## config.mk

```make
export PLATFORM = sky130hd
export DESIGN_NAME = sorted_priority_queue
export DESIGN_NICKNAME = d
export VERILOG_FILES = /design/src/rtl/spq_pkg.sv /design/src/rtl/sorted_priority_queue.sv /design/src/rtl/spq_ctrl.sv /design/src/rtl/spq_datapath.sv
export SDC_FILE = /design/constraint.sdc
export NUM_CORES = 2
export LEC_CHECK = 0
export BUFFER_PORTS_ARGS = -buffer_cell sky130_fd_sc_hd__buf_2
export CORE_ASPECT_RATIO = 0.5
export CORE_MARGIN = 1.5
export CORE_UTILIZATION = 35
export CTS_BUF_LIST = sky130_fd_sc_hd__clkbuf_16
export DETAILED_ROUTE_END_ITERATION = 16
export PLACE_DENSITY = 0.47
export SLEW_MARGIN = 15
export SYNTH_ARGS = -nofsm -noshare
export SYNTH_HDL_FRONTEND = slang
export SYNTH_HIERARCHICAL = 1
export SYNTH_SLANG_ARGS = --single-unit
```

## constraint.sdc

```tcl
create_clock -name i_clk -period 14.8 [get_ports i_clk]
set_clock_uncertainty 0.05 [all_clocks]
set_input_delay 1.48 -clock i_clk [delete_from_list [all_inputs] [get_ports i_clk]]
set_output_delay 1.48 -clock i_clk [all_outputs]
set_load 0.02 [all_outputs]
```

## src/rtl/spq_pkg.sv

```systemverilog
// shared types, constants and command codes of the sorted priority queue
package spq_pkg;

    // store geometry
    localparam int DEPTH         = 16;
    localparam int IDX_W         = $clog2(DEPTH);
    localparam int CNT_W         = $clog2(DEPTH + 1);
    localparam int PAYLOAD_WIDTH = 32;

    // command codes
    localparam logic [2:0] CMD_INSERT      = 3'd0;
    localparam logic [2:0] CMD_REMOVE      = 3'd1;
    localparam logic [2:0] CMD_READ_FRONT  = 3'd2;
    localparam logic [2:0] CMD_READ_BACK   = 3'd3;
    localparam logic [2:0] CMD_READ_MATCH  = 3'd4;
    localparam logic [2:0] CMD_WRITE_FRONT = 3'd5;
    localparam logic [2:0] CMD_WRITE_BACK  = 3'd6;
    localparam logic [2:0] CMD_WRITE_MATCH = 3'd7;

    // status codes
    localparam logic [1:0] ST_OK       = 2'd0;
    localparam logic [1:0] ST_NO_ENTRY = 2'd1;
    localparam logic [1:0] ST_FULL     = 2'd2;

    // input word
    typedef struct packed {
        logic [2:0]         cmd;
        logic signed [31:0] key_priority;
        logic [31:0]        payload;
    } t_in_word;

    // output word
    typedef struct packed {
        logic [1:0]  status;
        logic [31:0] read_payload;
        logic [4:0]  entry_count;
        logic        is_empty;
    } t_out_word;

    // controller commands to the datapath
    typedef struct packed {
        logic load_in;
        logic compare;
        logic exec;
    } t_dp_ctl;

endpackage

```

## src/rtl/sorted_priority_queue.sv

```systemverilog
// top level of the sorted priority queue
//
// Bounded queue of up to 16 entries kept in ascending signed priority order.
// Input channel: i_in_valid / o_in_stall carry one command word (cmd,
// key_priority, payload). Output channel: o_out_valid / i_out_stall carry one
// result word (status, read_payload, entry_count, is_empty) per command.
// A word moves on a rising edge where valid is high and stall is low.
// After a command is accepted, the controller compares its key in parallel
// against all slots, then executes it and registers the result.
// Commands are taken one at a time: after capture the input stalls through the
// compare and execute steps of the controller; the next command is taken while
// the previous result still waits in the output register.
// If the receiver stalls, the result holds in the output register; a further
// command is accepted and compared but waits in its execute step until the
// output register is free.
// Reset (synchronous, active low) empties the queue and drops any pending
// result; slot contents are not cleared.
module sorted_priority_queue (
    input  logic                i_clk,
    input  logic                i_rst_n,
    input  logic                i_in_valid,
    output logic                o_in_stall,
    input  spq_pkg::t_in_word   i_in_word,
    output logic                o_out_valid,
    input  logic                i_out_stall,
    output spq_pkg::t_out_word  o_out_word
);

    spq_pkg::t_dp_ctl ctl;

    // sequencing of each command
    spq_ctrl u_ctrl (
        .i_clk       (i_clk),
        .i_rst_n     (i_rst_n),
        .i_in_valid  (i_in_valid),
        .o_in_stall  (o_in_stall),
        .o_out_valid (o_out_valid),
        .i_out_stall (i_out_stall),
        .o_ctl       (ctl)
    );

    // slot store and result
    spq_datapath u_datapath (
        .i_clk      (i_clk),
        .i_rst_n    (i_rst_n),
        .i_ctl      (ctl),
        .i_in_word  (i_in_word),
        .o_out_word (o_out_word)
    );

endmodule

```

## src/rtl/spq_ctrl.sv

```systemverilog
// controller state machine of the sorted priority queue
module spq_ctrl (
    input  logic            i_clk,
    input  logic            i_rst_n,
    input  logic            i_in_valid,
    output logic            o_in_stall,
    output logic            o_out_valid,
    input  logic            i_out_stall,
    output spq_pkg::t_dp_ctl o_ctl
);

    localparam logic [1:0] S_IDLE = 2'd0;
    localparam logic [1:0] S_CMP  = 2'd1;
    localparam logic [1:0] S_EXEC = 2'd2;

    logic [1:0] r_state, n_state;
    logic       r_out_valid, n_out_valid;
    logic       out_free;

    // output register can take a new word this cycle
    assign out_free = !r_out_valid || !i_out_stall;

    // next state and commands
    always_comb begin
        n_state       = r_state;
        n_out_valid   = r_out_valid && i_out_stall;
        o_ctl.load_in = 1'b0;
        o_ctl.compare = 1'b0;
        o_ctl.exec    = 1'b0;
        case (r_state)
            S_IDLE: begin
                if (i_in_valid) begin
                    o_ctl.load_in = 1'b1;
                    n_state       = S_CMP;
                end
            end
            S_CMP: begin
                o_ctl.compare = 1'b1;
                n_state       = S_EXEC;
            end
            S_EXEC: begin
                if (out_free) begin
                    o_ctl.exec  = 1'b1;
                    n_out_valid = 1'b1;
                    n_state     = S_IDLE;
                end
            end
            default: begin
                n_state = S_IDLE;
            end
        endcase
    end

    // state registers
    always_ff @(posedge i_clk) begin
        if (!i_rst_n) begin
            r_state     <= S_IDLE;
            r_out_valid <= 1'b0;
        end else begin
            r_state     <= n_state;
            r_out_valid <= n_out_valid;
        end
    end

    assign o_in_stall  = (r_state != S_IDLE);
    assign o_out_valid = r_out_valid;

endmodule

```

## src/rtl/spq_datapath.sv

```systemverilog
// slot store, parallel compare and result register of the sorted priority queue
module spq_datapath (
    input  logic              i_clk,
    input  logic              i_rst_n,
    input  spq_pkg::t_dp_ctl  i_ctl,
    input  spq_pkg::t_in_word i_in_word,
    output spq_pkg::t_out_word o_out_word
);

    localparam int DEPTH = spq_pkg::DEPTH;
    localparam int IDX_W = spq_pkg::IDX_W;
    localparam int CNT_W = spq_pkg::CNT_W;
    localparam int PW    = spq_pkg::PAYLOAD_WIDTH;

    // slot store, front at index 0
    logic signed [31:0] r_slot_prio [DEPTH];
    logic [PW-1:0]      r_slot_pl   [DEPTH];
    logic [CNT_W-1:0]   r_count, n_count;

    // captured command word and compare vectors
    logic [2:0]         r_cmd;
    logic signed [31:0] r_key;
    logic [PW-1:0]      r_pl;
    logic [DEPTH-1:0]   r_lt;
    logic [DEPTH-1:0]   r_eq;

    spq_pkg::t_out_word r_out;

    logic [IDX_W-1:0] ins_pos;
    logic [IDX_W-1:0] match_idx;
    logic             match_found;
    logic [IDX_W-1:0] sel_idx;
    logic             sel_found;
    logic             is_full;
    logic             is_read;
    logic             is_write;
    logic             do_insert;
    logic             do_remove;
    logic             do_write;
    logic [1:0]       status;
    logic [31:0]      rd_data;

    // capture the accepted word
    always_ff @(posedge i_clk) begin
        if (i_ctl.load_in) begin
            r_cmd <= i_in_word.cmd;
            r_key <= i_in_word.key_priority;
            r_pl  <= PW'(i_in_word.payload);
        end
    end

    // compare the key against every held slot
    always_ff @(posedge i_clk) begin
        if (i_ctl.compare) begin
            for (int i = 0; i < DEPTH; i++) begin
                r_lt[i] <= (CNT_W'(i) < r_count) && (r_slot_prio[i] < r_key);
                r_eq[i] <= (CNT_W'(i) < r_count) && (r_slot_prio[i] == r_key);
            end
        end
    end

    // insert position and first match
    always_comb begin
        ins_pos     = '0;
        match_idx   = '0;
        match_found = 1'b0;
        for (int i = DEPTH - 1; i >= 0; i--) begin
            if (!r_lt[i]) begin
                ins_pos = IDX_W'(i);
            end
            if (r_eq[i]) begin
                match_idx   = IDX_W'(i);
                match_found = 1'b1;
            end
        end
    end

    // target slot and outcome of the command
    always_comb begin
        is_full   = (r_count == CNT_W'(DEPTH));
        is_read   = 1'b0;
        is_write  = 1'b0;
        sel_idx   = match_idx;
        sel_found = match_found;
        case (r_cmd)
            spq_pkg::CMD_READ_FRONT, spq_pkg::CMD_WRITE_FRONT: begin
                sel_idx   = '0;
                sel_found = (r_count != '0);
            end
            spq_pkg::CMD_READ_BACK, spq_pkg::CMD_WRITE_BACK: begin
                sel_idx   = IDX_W'(r_count - CNT_W'(1));
                sel_found = (r_count != '0);
            end
            default: begin
                sel_idx   = match_idx;
                sel_found = match_found;
            end
        endcase
        is_read   = (r_cmd == spq_pkg::CMD_READ_FRONT) || (r_cmd == spq_pkg::CMD_READ_BACK)
                 || (r_cmd == spq_pkg::CMD_READ_MATCH);
        is_write  = (r_cmd == spq_pkg::CMD_WRITE_FRONT) || (r_cmd == spq_pkg::CMD_WRITE_BACK)
                 || (r_cmd == spq_pkg::CMD_WRITE_MATCH);
        do_insert = (r_cmd == spq_pkg::CMD_INSERT) && !is_full;
        do_remove = (r_cmd == spq_pkg::CMD_REMOVE) && sel_found;
        do_write  = is_write && sel_found;

        if (r_cmd == spq_pkg::CMD_INSERT) begin
            status = is_full ? spq_pkg::ST_FULL : spq_pkg::ST_OK;
        end else begin
            status = sel_found ? spq_pkg::ST_OK : spq_pkg::ST_NO_ENTRY;
        end

        rd_data = '0;
        if (is_read && sel_found) begin
            rd_data = 32'(r_slot_pl[sel_idx]);
        end

        n_count = r_count;
        if (do_insert) begin
            n_count = r_count + CNT_W'(1);
        end else if (do_remove) begin
            n_count = r_count - CNT_W'(1);
        end
    end

    // slot shifts and payload writes
    always_ff @(posedge i_clk) begin
        if (i_ctl.exec) begin
            for (int i = 0; i < DEPTH; i++) begin
                if (do_insert) begin
                    if (IDX_W'(i) == ins_pos) begin
                        r_slot_prio[i] <= r_key;
                        r_slot_pl[i]   <= r_pl;
                    end else if ((i > 0) && (IDX_W'(i) > ins_pos)) begin
                        r_slot_prio[i] <= r_slot_prio[(i > 0) ? i - 1 : 0];
                        r_slot_pl[i]   <= r_slot_pl[(i > 0) ? i - 1 : 0];
                    end
                end else if (do_remove) begin
                    if ((i < DEPTH - 1) && (IDX_W'(i) >= sel_idx)) begin
                        r_slot_prio[i] <= r_slot_prio[(i < DEPTH - 1) ? i + 1 : i];
                        r_slot_pl[i]   <= r_slot_pl[(i < DEPTH - 1) ? i + 1 : i];
                    end
                end else if (do_write && (IDX_W'(i) == sel_idx)) begin
                    r_slot_pl[i] <= r_pl;
                end
            end
        end
    end

    // entry count
    always_ff @(posedge i_clk) begin
        if (!i_rst_n) begin
            r_count <= '0;
        end else if (i_ctl.exec) begin
            r_count <= n_count;
        end
    end

    // result word register
    always_ff @(posedge i_clk) begin
        if (i_ctl.exec) begin
            r_out.status       <= status;
            r_out.read_payload <= rd_data;
            r_out.entry_count  <= 5'(n_count);
            r_out.is_empty     <= (n_count == '0);
        end
    end

    assign o_out_word = r_out;

endmodule
```

==> results.cfg <==
[run_status]
status = complete, no violations

[min_path]
hold_class = reg -> reg
holdPathEnd = u_ctrl/o_out_valid
hold_depth = 2
hold_start = u_ctrl/o_out_valid

[die]
start_util_pct = 35.16
die_h_um = 325.2
ios = 113
die_w_um = 647.4
die_area_sq_um = 210600
core_sq_um = 206700
row_count = 118

[synth]
synth_nets = 7607
yosysWarnings = 6
synth_ff_type = edfxtp_1
seq_area_frac_synth_pct = 48.27
synth_edf_count = 1163
syn_inst = 7021
ys_ff_latch = 1171
synthDistinctLibCells = 91
synthArstFlopShare_pct = 0
synth_area_sq_um = 72680
syn_area_per_cell_sq_um = 10.35

[clocking]
post_cts_buffers = 0
post_cts_resized = 0
cts_max_level = 4
cts.sinks = 1171
cts_buffer_depth = 4
worstSkewPairLatency_ns = 0.80
cts_tree = yes
clk_pin_slew_ns = 0.06
cts_hold_buf = 0
cts_inserted_buffers = 138
cts_root_buffer = clkbuf_16

[route]
firstDrtPassIters = 6
wl_per_cell_um = 27.79
drt-initial-drc-count = 5710
detail_route.vias_per_cell = 6.063
vias = 59000
drcViolationCount = 0
postRouteAntennaNets = 0
routed_wl_mm = 270.4

[power_and_ir_drop]
pwr-share-seq_pct = 47.0
combPwrFrac_pct = 10.6
intPower_mw = 5.948
cellPowerDensity_nw_per_um2 = 99.80
vdd_drop_max_mv = 0.08266
p_switching_mw = 2.104
leakage_nw = 29.87
switching_share_pct = 26.13
p_clk_share_pct = 42.4

[critical_path]
reg2reg_slack_ns = 8.57
startpoint_type = register
crit_fanout = 38
rr_endpoint = u_datapath/r_slot_prio[0][91]
arrival_ns = 6.67
regToRegStartpoint = u_datapath/r_count[0]
cp-end-kind = register
worstSetupPathType = reg -> reg
required_ns = 15.24
reg2reg_depth = 13

[timing]
finalHoldWorstSlack_ns = 0.4813
setup_viol = 0
finalCriticalPeriod_ns = 6.229
rsz0062_at_grt = false
tightest_slew_ns = 1.193
setup_tns_ns = 0
finalHoldViolCount = 0
fmax_mhz = 160.5
maxSlewViolCount = 0
slew_headroom_pct = 19.71
fin_crit_sh_pct = 42.09

[global_routing]
grt_pass1_wl_mm = 397.7
antenna_found_initial = 9
grt_max_degree = 155
track_usage_pct = 25.01
grt_remaining_overflow = 0
grt_pass1_vias = 57220

[cells_and_area]
n_fill_cell = 20420
drive_above_1_share_pct = 11.74
area_delta_synth_final_pct = 11.01
final_cell_mix = edfxtp_1, nor2_1, nand2_1
nNetsFinal = 7454
layout_commonest_cell = edfxtp_1

[placement]
place_congestion = 0.8411
port_buffers = 112
place_hpwl_mm = 177.9

[flow_run]
drv_cap = 0
logic make-up after synthesis:
kind of cell,synth area share [%]
muxes,8.224
DFF,48.27
and+or+nand+nor,13.88
AOI/OAI and AO/OA,16.65
buffers and inverters,3.994
adders and majority gates,8.866
xor gates and xnor gates,0.1085
worst max-delay path by stage:
stage / from / end / cells past startpoint
CTS: u_datapath/r_count[0] / u_datapath/r_slot_prio[0][91] / 13
global placement: i_out_stall / u_datapath/r_slot_prio[0][2] / 10
detailed placement: i_out_stall / u_datapath/r_slot_prio[0][2] / 10
floorplan: i_out_stall / u_datapath/r_slot_pl[0][0] / 12
global route: u_datapath/r_count[0] / u_datapath/r_slot_prio[0][94] / 13
finish: u_datapath/r_count[0] / u_datapath/r_slot_prio[0][91] / 13
state kept, by name (all words and copies together) (netlist names):
register                cells
u_ctrl/o_out_valid          1
u_ctrl/r_state              2
u_datapath/o_out_word      40
u_datapath/r_cmd            3
u_datapath/r_count          5
u_datapath/r_eq            16
u_datapath/r_key           32
u_datapath/r_lt            16
u_datapath/r_pl            32
u_datapath/r_slot_pl      512
u_datapath/r_slot_prio    512
layer usage:
layer  share of wire [%]  vias up  GRT usage [%]
li1                    -    26770              -
met2                  44     2025          38.73
met4                 3.1        2          7.476
met3                 6.4      397          3.698
met5              0.0048        -              0
met1                  46    29800          36.04
synth_stat cells, types with 6 or more instances:
cell type | n | area share, %
edfxtp_1 | 1163 | 48
nor2_1 | 624 | 3.2
nand2_1 | 605 | 3.1
ha_1 | 515 | 8.9
o21ai_0 | 453 | 3.1
nand3_1 | 449 | 3.1
clkbuf_1 | 409 | 2.1
a21oi_1 | 352 | 2.4
mux2i_1 | 320 | 4.4
a31oi_1 | 264 | 2.3
mux2_2 | 188 | 2.9
o22ai_1 | 169 | 1.5
o211ai_1 | 165 | 1.7
nand4_1 | 150 | 1.3
buf_2 | 142 | 0.98
a221o_1 | 131 | 1.8
and3_1 | 108 | 0.93
inv_1 | 108 | 0.56
a21o_1 | 99 | 1.0
nor3_1 | 79 | 0.54
o311ai_0 | 65 | 0.78
mux2_4 | 40 | 0.83
and2_1 | 39 | 0.34
buf_1 | 36 | 0.19
nor2b_1 | 34 | 0.29
o32ai_1 | 31 | 0.37
a211oi_1 | 26 | 0.27
o21a_1 | 24 | 0.25
nor4_1 | 20 | 0.17
nand2b_1 | 14 | 0.12
or3_1 | 13 | 0.11
o31ai_1 | 10 | 0.10
a2111oi_0 | 9 | 0.11
nor4b_1 | 9 | 0.11
o21bai_1 | 9 | 0.093
or4_1 | 9 | 0.093
dfxtp_1 | 8 | 0.22
o21ai_1 | 8 | 0.055
a221oi_1 | 7 | 0.084
and4_1 | 7 | 0.084
o221ai_1 | 7 | 0.084
buf_4 | 6 | 0.062
buf_6 | 6 | 0.093
critical path: stages (launching register included):
cell and delay (ns):
dfxtp_1 0.51, inv_1 0.27, ha_1 0.28, nand4bb_1 0.38, nand3_2 0.18, buf_4 0.52
clkinv_2 0.66, nand2_4 0.77, nor2_4 0.28, o21ai_4 0.11, buf_4 0.60, buf_4 0.64
nand2_1 0.11, buf_4 0.29
final cells by class:
| cell class | instances | area [sq um] | area share (%) |
|---|---|---|---|
| Tap cell | 2760 | 3453 | 4.280 |
| Inverter | 109 | 410.4 | 0.5087 |
| Clock inverter | 97 | 752.0 | 0.9320 |
| Sequential cell | 1171 | 35080 | 43.48 |
| Timing Repair Buffer | 306 | 2079 | 2.577 |
| Antenna cell | 5 | 12.51 | 0.01551 |
| Multi-Input combinational cell | 5142 | 35390 | 43.86 |
| Clock buffer | 140 | 3503 | 4.342 |
per-stage QoR:
step / total power, mW / utilization [%] / cell area (sq um) / worst slack, ns / cells
2_1_floorplan: 4.385 / - / 72680 / 7.039 / 7021
3_3_place_gp: 4.686 / 36.96 / 76400 / 8.125 / 9487
3_5_place_dp: 4.701 / 36.97 / 76410 / 8.064 / 9488
4_1_cts: 8.122 / 39.03 / 80670 / 8.703 / 9725
5_1_grt: 8.332 / 39.03 / 80680 / 8.325 / 9730
6_report: 8.052 / 39.03 / 80680 / 8.571 / 9730
power by group through the flow:
stage / clock, mW / sequential [mW] / combinational, mW
final: 3.41 / 3.78 / 0.857
after floorplan: 0 / 3.81 / 0.576
after detailed placement: 0 / 3.86 / 0.845
after global placement: 0 / 3.86 / 0.829
after CTS: 3.49 / 3.78 / 0.847
after global routing: 3.61 / 3.79 / 0.936
(Power assumes the default switching activity.)
